## src/sv/eol_pkg.sv

```systemverilog
`timescale 1ns / 1ps
// ----------------------------------------------------------------------------
// eol_pkg
// Shared widths, constants and word types for the extent offset locator.
// ----------------------------------------------------------------------------
package eol_pkg;

    localparam int unsigned WORD_W      = 32;
    localparam int unsigned OFFSET_W    = 9;
    localparam int unsigned BLOCK_BYTES = 512;
    localparam int unsigned BLOCK_SHIFT = $clog2(BLOCK_BYTES);
    localparam int unsigned SPAN_W      = WORD_W + BLOCK_SHIFT;

    typedef struct packed {
        logic [WORD_W-1:0] query_offset;
        logic [WORD_W-1:0] extent_start;
        logic [WORD_W-1:0] extent_length;
        logic              first_item;
        logic              last_item;
    } eol_item_t;

    typedef struct packed {
        logic                located;
        logic [WORD_W-1:0]   block_number;
        logic [OFFSET_W-1:0] offset_in_block;
        logic [WORD_W-1:0]   total_blocks;
        logic                total_saturated;
    } eol_result_t;

endpackage

```

## src/sv/eol_in_stage.sv

```systemverilog
`timescale 1ns / 1ps
// ----------------------------------------------------------------------------
// eol_in_stage
// Input register: holds one extent word until the walk stage takes it.
// ----------------------------------------------------------------------------
module eol_in_stage (
    input  logic               aclk,
    input  logic               aresetn,
    input  logic               in_valid,
    output logic               in_ready,
    input  eol_pkg::eol_item_t in_item,
    output logic               item_valid,
    input  logic               item_take,
    output eol_pkg::eol_item_t item
);
    import eol_pkg::*;

    logic      valid_reg;
    logic      valid_next;
    eol_item_t item_reg;

    assign in_ready   = !valid_reg || item_take;
    assign item_valid = valid_reg;
    assign item       = item_reg;

    always_comb begin
        valid_next = valid_reg;
        if (in_ready) begin
            valid_next = in_valid;
        end
    end

    always_ff @(posedge aclk) begin
        if (!aresetn) begin
            valid_reg <= 1'b0;
        end else begin
            valid_reg <= valid_next;
        end
    end

    always_ff @(posedge aclk) begin
        if (in_valid && in_ready) begin
            item_reg <= in_item;
        end
    end

endmodule

```

## src/sv/eol_walk.sv

```systemverilog
`timescale 1ns / 1ps
// ----------------------------------------------------------------------------
// eol_walk
// Walk state, per-extent compare/subtract/accumulate and the result register.
// ----------------------------------------------------------------------------
module eol_walk (
    input  logic                 aclk,
    input  logic                 aresetn,
    input  logic                 item_valid,
    output logic                 item_take,
    input  eol_pkg::eol_item_t   item,
    output logic                 res_valid,
    input  logic                 res_ready,
    output eol_pkg::eol_result_t res
);
    import eol_pkg::*;

    logic [WORD_W-1:0]   remaining_reg, remaining_next;
    logic                hit_seen_reg, hit_seen_next;
    logic [WORD_W-1:0]   hit_block_reg, hit_block_next;
    logic [OFFSET_W-1:0] hit_offset_reg, hit_offset_next;
    logic [WORD_W-1:0]   block_sum_reg, block_sum_next;
    logic                clamped_reg, clamped_next;
    logic                res_valid_reg, res_valid_next;
    eol_result_t         res_reg, res_next;

    logic [WORD_W-1:0]   cur_remaining;
    logic                cur_hit;
    logic [WORD_W-1:0]   cur_block;
    logic [OFFSET_W-1:0] cur_offset;
    logic [WORD_W-1:0]   cur_sum;
    logic                cur_clamped;
    logic [SPAN_W-1:0]   span;
    logic                in_span;
    logic [WORD_W:0]     sum_wide;
    logic                fire;

    assign item_take = !item.last_item || !res_valid_reg || res_ready;
    assign fire      = item_valid && item_take;
    assign res_valid = res_valid_reg;
    assign res       = res_reg;

    always_comb begin
        // first word restarts the walk from the query offset
        cur_remaining = item.first_item ? item.query_offset : remaining_reg;
        cur_hit       = item.first_item ? 1'b0 : hit_seen_reg;
        cur_block     = item.first_item ? '0 : hit_block_reg;
        cur_offset    = item.first_item ? '0 : hit_offset_reg;
        cur_sum       = item.first_item ? '0 : block_sum_reg;
        cur_clamped   = item.first_item ? 1'b0 : clamped_reg;

        span    = {item.extent_length, {BLOCK_SHIFT{1'b0}}};
        in_span = {{(SPAN_W-WORD_W){1'b0}}, cur_remaining} < span;

        remaining_next  = cur_remaining;
        hit_seen_next   = cur_hit;
        hit_block_next  = cur_block;
        hit_offset_next = cur_offset;
        if (!cur_hit) begin
            if (in_span) begin
                hit_seen_next   = 1'b1;
                hit_block_next  = item.extent_start + (cur_remaining >> BLOCK_SHIFT);
                hit_offset_next = OFFSET_W'(cur_remaining[BLOCK_SHIFT-1:0]);
            end else begin
                // span <= remaining here, so the difference fits the word
                remaining_next = cur_remaining - span[WORD_W-1:0];
            end
        end

        sum_wide = {1'b0, cur_sum} + {1'b0, item.extent_length};
        if (sum_wide[WORD_W]) begin
            block_sum_next = '1;
            clamped_next   = 1'b1;
        end else begin
            block_sum_next = sum_wide[WORD_W-1:0];
            clamped_next   = cur_clamped;
        end

        res_next.located         = hit_seen_next;
        res_next.block_number    = hit_seen_next ? hit_block_next : '0;
        res_next.offset_in_block = hit_seen_next ? hit_offset_next : '0;
        res_next.total_blocks    = block_sum_next;
        res_next.total_saturated = clamped_next;

        res_valid_next = res_valid_reg;
        if (res_ready) begin
            res_valid_next = 1'b0;
        end
        if (fire && item.last_item) begin
            res_valid_next = 1'b1;
        end
    end

    always_ff @(posedge aclk) begin
        if (!aresetn) begin
            remaining_reg  <= '0;
            hit_seen_reg   <= 1'b0;
            hit_block_reg  <= '0;
            hit_offset_reg <= '0;
            block_sum_reg  <= '0;
            clamped_reg    <= 1'b0;
            res_valid_reg  <= 1'b0;
        end else begin
            res_valid_reg <= res_valid_next;
            if (fire) begin
                if (item.last_item) begin
                    remaining_reg  <= '0;
                    hit_seen_reg   <= 1'b0;
                    hit_block_reg  <= '0;
                    hit_offset_reg <= '0;
                    block_sum_reg  <= '0;
                    clamped_reg    <= 1'b0;
                end else begin
                    remaining_reg  <= remaining_next;
                    hit_seen_reg   <= hit_seen_next;
                    hit_block_reg  <= hit_block_next;
                    hit_offset_reg <= hit_offset_next;
                    block_sum_reg  <= block_sum_next;
                    clamped_reg    <= clamped_next;
                end
            end
        end
    end

    always_ff @(posedge aclk) begin
        if (fire && item.last_item) begin
            res_reg <= res_next;
        end
    end

endmodule

```

## src/sv/extent_offset_locator_core.sv

```systemverilog
`timescale 1ns / 1ps
// ----------------------------------------------------------------------------
// extent_offset_locator_core
// Maps a file byte offset to a tape block by walking a streamed extent list.
// ----------------------------------------------------------------------------
// Usage:
//   s_ channel: one word per extent. The word with s_first_item set restarts
//   the walk and carries the query offset; the word with s_last_item set
//   closes the list and yields one result word on the m_ channel. An empty
//   list is a single word with zero length and both flags set.
//   m_ channel: located flag, block number and in-block offset of the first
//   extent holding the offset, plus the saturating block total.
// Throughput: one extent word per cycle while no unread result blocks a last
//   word, set by the compare/subtract/accumulate loop on the walk state.
// Path: a last word is accepted into the input register, which feeds the
//   walk; the walk loads the result register when it takes that word.
// Reset: aresetn (synchronous, active low) clears the walk state and empties
//   both registers. If the receiver stalls, the result word holds; non-last
//   words keep flowing, and a further last word waits in the input register.
// ----------------------------------------------------------------------------
module extent_offset_locator_core (
    input  logic                              aclk,
    input  logic                              aresetn,
    input  logic                              s_valid,
    output logic                              s_ready,
    input  logic [eol_pkg::WORD_W-1:0]        s_byte_offset,
    input  logic [eol_pkg::WORD_W-1:0]        s_extent_start,
    input  logic [eol_pkg::WORD_W-1:0]        s_extent_length,
    input  logic                              s_first_item,
    input  logic                              s_last_item,
    output logic                              m_valid,
    input  logic                              m_ready,
    output logic                              m_located,
    output logic [eol_pkg::WORD_W-1:0]        m_block_number,
    output logic [eol_pkg::OFFSET_W-1:0]      m_offset_in_block,
    output logic [eol_pkg::WORD_W-1:0]        m_total_blocks,
    output logic                              m_total_saturated
);
    import eol_pkg::*;

    eol_item_t   in_item;
    eol_item_t   item;
    logic        item_valid;
    logic        item_take;
    eol_result_t res;

    assign in_item.query_offset  = s_byte_offset;
    assign in_item.extent_start  = s_extent_start;
    assign in_item.extent_length = s_extent_length;
    assign in_item.first_item    = s_first_item;
    assign in_item.last_item     = s_last_item;

    eol_in_stage u_in_stage (
        .aclk       (aclk),
        .aresetn    (aresetn),
        .in_valid   (s_valid),
        .in_ready   (s_ready),
        .in_item    (in_item),
        .item_valid (item_valid),
        .item_take  (item_take),
        .item       (item)
    );

    eol_walk u_walk (
        .aclk       (aclk),
        .aresetn    (aresetn),
        .item_valid (item_valid),
        .item_take  (item_take),
        .item       (item),
        .res_valid  (m_valid),
        .res_ready  (m_ready),
        .res        (res)
    );

    assign m_located         = res.located;
    assign m_block_number    = res.block_number;
    assign m_offset_in_block = res.offset_in_block;
    assign m_total_blocks    = res.total_blocks;
    assign m_total_saturated = res.total_saturated;

endmodule

```

## config.mk

```make
export PLATFORM = sky130hd
export DESIGN_NAME = extent_offset_locator_core
export DESIGN_NICKNAME = d
export VERILOG_FILES = /design/src/sv/eol_pkg.sv /design/src/sv/eol_in_stage.sv /design/src/sv/eol_walk.sv /design/src/sv/extent_offset_locator_core.sv
export SDC_FILE = /design/constraint.sdc
export NUM_CORES = 1
export LEC_CHECK = 0
export BUFFER_PORTS_ARGS = -buffer_cell sky130_fd_sc_hd__buf_2
export CAP_MARGIN = 20
export CORE_UTILIZATION = 59
export DETAILED_ROUTE_END_ITERATION = 8
export GPL_TIMING_DRIVEN = 0
export PLACE_DENSITY = 0.83
export SETUP_SLACK_MARGIN = 0.1
export SLEW_MARGIN = 25
export SYNTH_ARGS = -nofsm -noshare
export SYNTH_HDL_FRONTEND = slang
export SYNTH_SLANG_ARGS = --single-unit
```

## constraint.sdc

```tcl
create_clock -name aclk -period 9 [get_ports aclk]
set_input_delay 1.35 -clock aclk [delete_from_list [all_inputs] [get_ports aclk]]
set_output_delay 1.35 -clock aclk [all_outputs]
set_load 0.02 [all_outputs]
```

# Yosys cells after proc, flatten, opt, wreduce, memory -nomap -nowiden
# Index checks and enable logic that the tools add are counted.
[totals]
wordCells = 56
out_inout_bits = 77
input_bits = 102
regBits = 282
[op_classes]
n_reduce_logical = 10
addsub = 3
muxes = 24
order_cmp = 1
[ops]
columns = ["op", "n"]
rows = [
  ["32-bit two-way mux", 11],
  ["32-bit by 41-bit less-than comparator with 1-bit output", 1],
  ["9-bit two-way mux", 4],
  ["32-bit by 32-bit adder with 33-bit output", 1],
  ["32-bit by 23-bit adder with 32-bit output", 1],
  ["32-bit subtractor", 1],
  ["1-bit two-way mux", 9],
  ["1-bit logical AND", 3],
  ["1-bit logical NOT", 3],
  ["1-bit logical OR", 3],
  ["2-bit nonzero test", 1],
]

# Longest topological paths before layout
# Gate-level depths: netlist of run 1.
[depth]
word_depth = 6
depth_mapped = 16
mapped_depth_nobuf = 12

# By module
# Synthesis of run 1 repeated with hierarchy kept, for this count alone.
[unflattened]
cells_unflattened = 1327
hier_area_um2 = 14231.1
[modules_own_cells]
columns = ["mod", "area_each_um2", "seq_area_each_um2", "instances", "cells_each"]
rows = [
  ["eol_walk", 11230.8, 4414.2, 1, 1224],
  ["eol_in_stage", 3000.4, 2962.8, 1, 103],
]

# Least setup slack after synthesis of run 1
# OpenSTA, ideal clock, no wires.
[synth_timing]
path_kind = "input to register"
from = "input m_ready"
to = "register u_in_stage.item_reg (netlist bit u_in_stage.item[0]), enable pin"
required_ns = 8.387
path_buffers = 0
stages = 2
setup_time_ns = 0.613
slack_ns = 2.048
arrival_time_ns = 6.339
path_cell_list = "nor2b_1 -> a31oi_1"
[synth_between]
elab_chain_cells = 3
[synth_rtl]
columns = ["item", "line", "rtl"]
rows = [
  ["from (decl)", "extent_offset_locator_core.sv:32", "input logic m_ready,"],
  ["1-bit logical OR", "eol_walk.sv:38", "assign item_take = !item.last_item || !res_valid_reg || res_ready;"],
  ["1-bit logical OR", "eol_in_stage.sv:22", "assign in_ready = !valid_reg || item_take;"],
  ["1-bit logical AND", "eol_in_stage.sv:42", "if (in_valid && in_ready) begin"],
  ["to (signal assigned)", "eol_in_stage.sv:43", "item_reg <= in_item;"],
  ["to (decl)", "eol_in_stage.sv:20", "eol_item_t item_reg;"],
]
# No other way between the ends.
# A chain may end at the register's enable or synchronous reset.

# Worst setup path in the final report of run 1
[layout_timing]
from = "register u_in_stage.item_reg (netlist bit u_in_stage.item[1])"
to = "register u_walk.block_sum_reg[22]"
[layout_between]
elab_chain_cells = 4
[layout_rtl]
columns = ["item", "line", "rtl"]
rows = [
  ["32-bit two-way mux", "eol_walk.sv:49", "cur_sum = item.first_item ? '0 : block_sum_reg;"],
  ["32-bit by 32-bit adder with 33-bit output", "eol_walk.sv:70", "sum_wide = {1'b0, cur_sum} + {1'b0, item.extent_length};"],
  ["32-bit two-way mux", "eol_walk.sv:71", "if (sum_wide[WORD_W]) begin"],
  ["named net u_walk.block_sum_next[22]", "eol_walk.sv:22", "logic [WORD_W-1:0] block_sum_reg, block_sum_next;"],
  ["32-bit two-way mux", "eol_walk.sv:106", "if (item.last_item) begin"],
  ["to (signal assigned)", "eol_walk.sv:118", "block_sum_reg <= block_sum_next;"],
  ["to (decl)", "eol_walk.sv:22", ""],
]
# The timed path passes the listed nets, and every way through them passes these cells.

==> reports/qor.yml, run 1 <==
outcome: "complete, no violations"
path_class: "reg -> reg"
achievable-frequency_mhz: 202.6
post_synthesis_cell_area_sq_um: 14680
areaGrowthSynthToFinish_pct: 16.17
cts.clk_slew.worst_paths_ns: 0.06
power.share.switching: 0.2571
placement.io_buffers: 178
timing.hold.worst_endpoint: "u_walk.hit_block_reg[18]"
dieHeight_um: 159.7
synth_cell_types: 81
mostFrequentLayoutCells: "sky130_fd_sc_hd__buf_2 (188), sky130_fd_sc_hd__edfxtp_1 (173), sky130_fd_sc_hd__nand2_1 (136)"
power.sequential.fraction: 0.484
synthesis.nets: 1558
grt_max_degree: 41
place_congestion: 0.8883
vdd.ir_drop.worst_v: 0.0002015
worstSetupEndpointType: "flip-flop"
antenna_found_initial: 1
hold_ws_ns: 0.4486
cp_cell_sequence: "clkbuf_1 > clkbuf_1 > clkbuf_1 > nor2b_1 > ha_1 > fa_1 > a211oi_1 > o21ai_1 > nand4_1 > o211ai_2 > a31oi_4 > a21o_2 > buf_6 > buf_6 > nand2_1 > a22o_1"
power.share.combinational: 0.143
hold_class: "reg -> reg"
total_switching_power_uw: 781.6
clkSinkCount: 282
number_of_global_route_vias_before_repair: 11160
nFillCells: 1845
clockPowerShare: 0.373
slew_headroom: 0.4036
drt_first_pass_iters: 7
holdBufCountCts: 0
holdCritStartpoint: "u_walk.hit_block_reg[18]"
grt_pass1_wl_um: 57620
arrival_ns: 5.38
critical-path-top-delay-family: "buffers and inverters"
postLayoutCoreUtil: 0.6991
clock_tree_from_tritoncts: "yes"
post_route_cells_drive_above_1_share: 0.1815
final_common_cell: "sky130_fd_sc_hd__buf_2"
postCtsResizedCells: 0
min_period_over_period: 0.5485
power.internal_mw: 2.259
cts_max_level: 1
detail_route.drc_violations: 0
min_period_ns: 4.937
power_density_nw_per_um2: 178.3
postSynthRegisterBits: 282
async_flop_share: 0
leftover_overflow_at_the_end_of_global_routing: 0
cp_max_fo: 10
cp_peak_stage_delay_ns: 0.59
wl_per_cell_um: 19.08
final_hold_viol_count: 0
detailedPlacementHpwl_um: 27460
crit_path_frequent_cell: "sky130_fd_sc_hd__clkbuf_1"
ys.flop_type: "sky130_fd_sc_hd__edfxtp_1"
start_util: 0.6018
io_pins: 179
floorplan.rows: 57
gr-usage-all-layers: 0.2863
total_leakage_power_nw: 6.933
clock_path_buffers: 3
critical_path.reg2reg.endpoint: "u_walk.block_sum_reg[22]"
startpoint_type: "flip-flop"
die_width_um: 159.7
cts-buffers-inserted: 29
worst-r2r-setup-slack_ns: 4.06
r2r_cells: 16
worstMarginPinSlew_ns: 0.8907
cap_violations: 0
number_of_setup_buffers_added_after_cts: 0
crit_buf_inv: 5
design.die.area_sq_um: 25510
vias: 11520
timing.final.max_slew_violations: 0
fin_worst_skew_ns: 0.02019
synthCells: 1371
drt_iter0_markers: 1040
share_of_the_yosys_chip_area_belonging_to_registers: 0.5026
r2r-start: "u_in_stage.item[1]"
synthesis.yosys.warnings: 0
hold_path_depth: 2
vias_per_cell: 5.954
route.final.wire_length_um: 36900
setup_viol: 0
largest_reg_flops: 98
route.antenna.remaining_nets: 0
cp_data_required_time_ns: 9.44
finalNetCount: 1773
synth_area_per_cell_sq_um: 10.71
insertion_delay_ns: 0.56
critical-path-slowest-cell: "sky130_fd_sc_hd__clkbuf_1"
cts_root_buf: "sky130_fd_sc_hd__clkbuf_16"
rsz0062_at_grt: "no"
floorplan.core_area_sq_um: 24390
synth_edf_count: 173
[kinds of logic (layout without fill, tap and decap cells)]
kind of cell    after synthesis  count (layout)  synth area share
mux                          46              46           0.03316
flops                       282             282            0.5026
compound gates              411             411            0.1912
other cells                   0               1                 0
fa+ha+maj                    85              85           0.07399
buf+inv                     102             340           0.02898
simple gates                380             380            0.1313
xor+xnor                     65              65           0.03879
[cells in the mapped netlist (all sizes together) (17+ instances only)]
library cell  number  share of area
o21ai            111          0.038
nor2b             64          0.027
nand3             46          0.016
nand2            146          0.039
nor2              33         0.0091
a22oi             24          0.012
mux2i             25          0.017
buf               17         0.0072
edfxtp           173           0.35
ha                82          0.070
inv               42          0.011
a22o              45          0.027
xor2              26          0.016
o31ai             18         0.0092
clkbuf            43          0.011
dfxtp            109           0.15
xnor2             39          0.023
a21o              39          0.020
mux2              21          0.016
a21oi             76          0.027
[layer usage]
layer | track usage | wire length [um] | vias up
li1 | - | - | 5563
met1 | 0.3682 | 15580 | 5418
met2 | 0.4921 | 17780 | 440
met3 | 0.03351 | 2206 | 95
met4 | 0.1163 | 1332 | 0
met5 | 0 | 0 | -
[power groups by stage]
stage | combinational (mW) | sequential, mW | clock (mW)
2_1_floorplan | 0.285 | 1.50 | 0
3_3_place_gp | 0.406 | 1.50 | 0
3_5_place_dp | 0.427 | 1.50 | 0
4_1_cts | 0.432 | 1.47 | 1.15
5_1_grt | 0.478 | 1.47 | 1.20
6_report | 0.436 | 1.47 | 1.13
[worst register-to-register path: stages (launching register included)]
cell and delay, ns:
sky130_fd_sc_hd__edfxtp_1 0.32, sky130_fd_sc_hd__clkbuf_1 0.43, sky130_fd_sc_hd__clkbuf_1 0.60, sky130_fd_sc_hd__clkbuf_1 0.52, sky130_fd_sc_hd__nor2b_1 0.13, sky130_fd_sc_hd__ha_1 0.25
sky130_fd_sc_hd__fa_1 0.44, sky130_fd_sc_hd__a211oi_1 0.38, sky130_fd_sc_hd__o21ai_1 0.22, sky130_fd_sc_hd__nand4_1 0.17, sky130_fd_sc_hd__o211ai_2 0.24, sky130_fd_sc_hd__a31oi_4 0.27
sky130_fd_sc_hd__a21o_2 0.21, sky130_fd_sc_hd__buf_6 0.17, sky130_fd_sc_hd__buf_6 0.17, sky130_fd_sc_hd__nand2_1 0.11, sky130_fd_sc_hd__a22o_1 0.21
[area by class of cell]
| type | count | area (sq um) | share of cell area |
|---|---|---|---|
| inverter | 42 | 157.7 | 0.009246 |
| antenna | 1 | 2.502 | 0.0001468 |
| buffer | 60 | 267.8 | 0.01570 |
| sequential | 282 | 7377 | 0.4326 |
| multi-input combinational | 987 | 6895 | 0.4044 |
| clock inverter | 15 | 103.9 | 0.006090 |
| timing repair buffer | 184 | 1049 | 0.06149 |
| tap | 324 | 405.4 | 0.02377 |
| clock buffer | 39 | 793.3 | 0.04652 |
[worst max path at each step]
| stage | from | to | cells after the start |
|---|---|---|---|
| 2_1_floorplan | m_ready | u_in_stage.item[0] | 2 |
| 3_3_place_gp | m_ready | u_in_stage.item[42] | 3 |
| 3_5_place_dp | u_in_stage.item[1] | u_walk.block_sum_reg[22] | 16 |
| 4_1_cts | u_in_stage.item[1] | u_walk.block_sum_reg[22] | 16 |
| 5_1_grt | u_in_stage.item[1] | u_walk.block_sum_reg[24] | 16 |
| 6_report | u_in_stage.item[1] | u_walk.block_sum_reg[22] | 16 |
[through the flow]
step | setup slack (ns) | std cells | total power [mW] | TNS [ns] | area, sq um
2_1_floorplan | 2.048 | 1371 | 1.790 | 0 | 14680
3_3_place_gp | -0.3142 | 1873 | 1.909 | -29.31 | 15970
3_5_place_dp | 4.152 | 1879 | 1.923 | 0 | 16150
4_1_cts | 4.126 | 1933 | 3.054 | 0 | 17050
5_1_grt | 3.805 | 1934 | 3.152 | 0 | 17050
6_report | 4.064 | 1934 | 3.040 | 0 | 17050
No activity file was read; power rests on OpenSTA's default activity.
==> inputs of run 2 (changes only) <==
- clock period: 9 -> 5.09 ns (I/O delays scaled with it)
==> run 2 against run 1 <==
  * Via count shrank 0.12%
  * Register-to-register slack lost 3.7 ns
  * Die area is the same
  * Non-clock buffer count is the same
  * Clock power grew 85%
  * Routed wire length shrank 1.7%
  * First-iteration DRC count shrank 21%
  * Global-route usage shrank 0.45 points
  * Largest power group unchanged
  * Worst setup slack lost 3.7 ns
  * Combinational power grew 76%
==> reports/qor.yml, run 2 (same netlist as run 1, synthesis figures left out) <==
finalNetCount: 1773  # unchanged
crit_buf_inv: 5  # unchanged
finalNonFillerCells: 1933  # was 1934
power.share.combinational: 0.141  # was 0.143
critical-path-slowest-cell: "sky130_fd_sc_hd__clkbuf_1"  # unchanged
power.share.switching: 0.2574  # was 0.2571
critical_path.reg2reg.endpoint: "u_walk.block_sum_reg[28]"  # was u_walk.block_sum_reg[22]
clock_tree_from_tritoncts: "yes"  # unchanged
place_congestion: 0.8929  # was 0.8883
arrival_ns: 5.12  # was 5.38 ns
die_width_um: 159.7  # unchanged
hold_class: "in -> reg"  # was reg -> reg
cts_max_level: 1  # unchanged
number_of_setup_buffers_added_after_cts: 0  # unchanged
antenna_fix_cells: 0  # was 1
rsz0062_at_grt: "no"  # unchanged
numPlacedInstances: 1879  # unchanged
r2r_cells: 16  # unchanged
total_switching_power_mw: 1.405  # was 781.6 uW
grt_max_degree: 43  # was 41
grt_pass1_wl_um: 57040  # was 57620 um
cp_max_fo: 10  # unchanged
floorplan.core_area_sq_um: 24390  # unchanged
min_period_ns: 4.677  # was 4.937 ns
r2r-start: "u_in_stage.item[1]"  # unchanged
start_util: 0.6018  # unchanged
insertion_delay_ns: 0.57  # was 0.56 ns
path_class: "reg -> reg"  # unchanged
postLayoutCoreUtil: 0.7008  # was 0.6991
drt_iter0_markers: 819  # was 1040
critical-path-top-delay-family: "buffers and inverters"  # unchanged
power.internal_mw: 4.053  # was 2.259 mW
final_hold_viol_count: 0  # unchanged
post_route_cells_drive_above_1_share: 0.1821  # was 0.1815
clkSinkCount: 282  # unchanged
cp_data_required_time_ns: 5.53  # was 9.44 ns
setup_viol: 0  # unchanged
number_of_global_route_vias_before_repair: 11080  # was 11160
cap_violations: 0  # unchanged
gr-usage-all-layers: 0.2818  # was 0.2863
dieHeight_um: 159.7  # unchanged
startpoint_type: "flip-flop"  # unchanged
power.sequential.fraction: 0.476  # was 0.484
final_common_cell: "sky130_fd_sc_hd__buf_2"  # unchanged
wl_per_cell_um: 18.76  # was 19.08 um
outcome: "complete, no violations"  # unchanged
leftover_overflow_at_the_end_of_global_routing: 0  # unchanged
clockPowerShare: 0.383  # was 0.373
worst-r2r-setup-slack_ns: 0.41  # was 4.06 ns
achievable-frequency_mhz: 213.8  # was 202.6 MHz
drt_first_pass_iters: 5  # was 7
detailedPlacementHpwl_um: 26860  # was 27460 um
clock_path_buffers: 3  # unchanged
io_pins: 179  # unchanged
fin_worst_skew_ns: 0.01704  # was 0.02019 ns
areaGrowthSynthToFinish_pct: 16.46  # was 16.17%
vdd.ir_drop.worst_v: 0.0002725  # was 0.0002015 V
placement.io_buffers: 178  # unchanged
hold_path_depth: 1  # was 2
detail_route.drc_violations: 0  # unchanged
total_leakage_power_nw: 6.949  # was 6.933 nW
timing.final.max_slew_violations: 0  # unchanged
antenna_found_initial: 0  # was 1
power_density_nw_per_um2: 319.3  # was 178.3 nW/um^2
vias: 11500  # was 11520
worstMarginPinSlew_ns: 0.8591  # was 0.8907 ns
min_period_over_period: 0.9188  # was 0.5485
cts-buffers-inserted: 29  # unchanged
cts_root_buf: "sky130_fd_sc_hd__clkbuf_16"  # unchanged
mostFrequentLayoutCells: "sky130_fd_sc_hd__buf_2 (188), sky130_fd_sc_hd__edfxtp_1 (173), sky130_fd_sc_hd__nand2_1 (136)"  # unchanged
holdCritStartpoint: "s_extent_start[3]"  # was u_walk.hit_block_reg[18]
worstSetupEndpointType: "flip-flop"  # unchanged
route.antenna.remaining_nets: 0  # unchanged
slew_headroom: 0.4247  # was 0.4036
route.final.wire_length_um: 36270  # was 36900 um
design.die.area_sq_um: 25510  # unchanged
timing.hold.worst_endpoint: "u_in_stage.item[37]"  # was u_walk.hit_block_reg[18]
cts.clk_slew.worst_paths_ns: 0.07  # was 0.06 ns
cp_peak_stage_delay_ns: 0.52  # was 0.59 ns
vias_per_cell: 5.950  # was 5.954
cp_cell_sequence: "clkbuf_1 > clkbuf_2 > clkbuf_1 > nor2b_1 > ha_1 > fa_1 > a211oi_1 > o21ai_1 > nand4_1 > o211ai_2 > a31oi_4 > a21o_2 > buf_6 > buf_6 > nand2_1 > a22o_1"  # was clkbuf_1 > clkbuf_1 > clkbuf_1 > nor2b_1 > ha_1 > fa_1 > a211oi_1 > o21ai_1 > nand4_1 > o211ai_2 > a31oi_4 > a21o_2 > buf_6 > buf_6 > nand2_1 > a22o_1
largest_reg_flops: 98  # unchanged
floorplan.rows: 57  # unchanged
holdBufCountCts: 0  # unchanged
## run 2: power groups by stage
| stage | clock network, mW | logic (mW) | registers, mW |
|---|---|---|---|
| 3_3_place_gp | 0 | 0.718 | 2.65 |
| 2_1_floorplan | 0 | 0.504 | 2.66 |
| 4_1_cts | 2.12 | 0.760 | 2.60 |
| 6_report | 2.09 | 0.767 | 2.60 |
| 5_1_grt | 2.21 | 0.842 | 2.60 |
| 3_5_place_dp | 0 | 0.750 | 2.64 |
## run 2: final cells by class
cell class                      count  area [sq um]
Inverter                           42         157.7
Clock buffer                       44         843.3
Tap cell                          324         405.4
Fill cell                        1832          7297
Clock inverter                     10         97.59
Sequential cell                   282          7377
Timing Repair Buffer              184          1049
Buffer                             60         269.0
Multi-Input combinational cell    987          6895
## run 2: per-stage QoR
stage | hold WS (ns) | setup WS (ns) | power (mW) | instance area, sq um | setup TNS [ns]
3_5_place_dp | 0.4412 | 0.3071 | 3.395 | 16150 | 0
3_3_place_gp | 0.4268 | -0.6850 | 3.370 | 15980 | -65.64
2_1_floorplan | 0.4169 | 0.7800 | 3.161 | 14680 | 0
4_1_cts | 0.3538 | 0.2688 | 5.476 | 17090 | 0
6_report | 0.3679 | 0.4133 | 5.458 | 17090 | 0
5_1_grt | 0.3568 | 0.1493 | 5.655 | 17090 | 0
## run 2: worst max path at each step
stage	start	end	slack (ns)	cells past startpoint
floorplan	m_ready	u_in_stage.item[0]	0.78	2
global placement	m_ready	u_in_stage.item[7]	-0.68	3
detailed placement	u_in_stage.item[1]	u_walk.block_sum_reg[28]	0.31	16
CTS	u_in_stage.item[1]	u_walk.block_sum_reg[22]	0.27	16
global route	u_in_stage.item[1]	u_walk.block_sum_reg[28]	0.15	16
finish	u_in_stage.item[1]	u_walk.block_sum_reg[28]	0.41	16
## run 2: metal layers
metal | GRT usage | vias to the layer above | part of all wire
li1 | - | 5542 | -
met1 | 0.3675 | 5473 | 0.43
met2 | 0.4909 | 423 | 0.48
met3 | 0.03455 | 64 | 0.058
met4 | 0.08435 | 0 | 0.026
met5 | 0 | - | 0
## run 2: repair_timing
action	CTS	global route
gates resized for setup	0	2
hold endpoints to repair	0	0
setup endpoints to repair	0	42
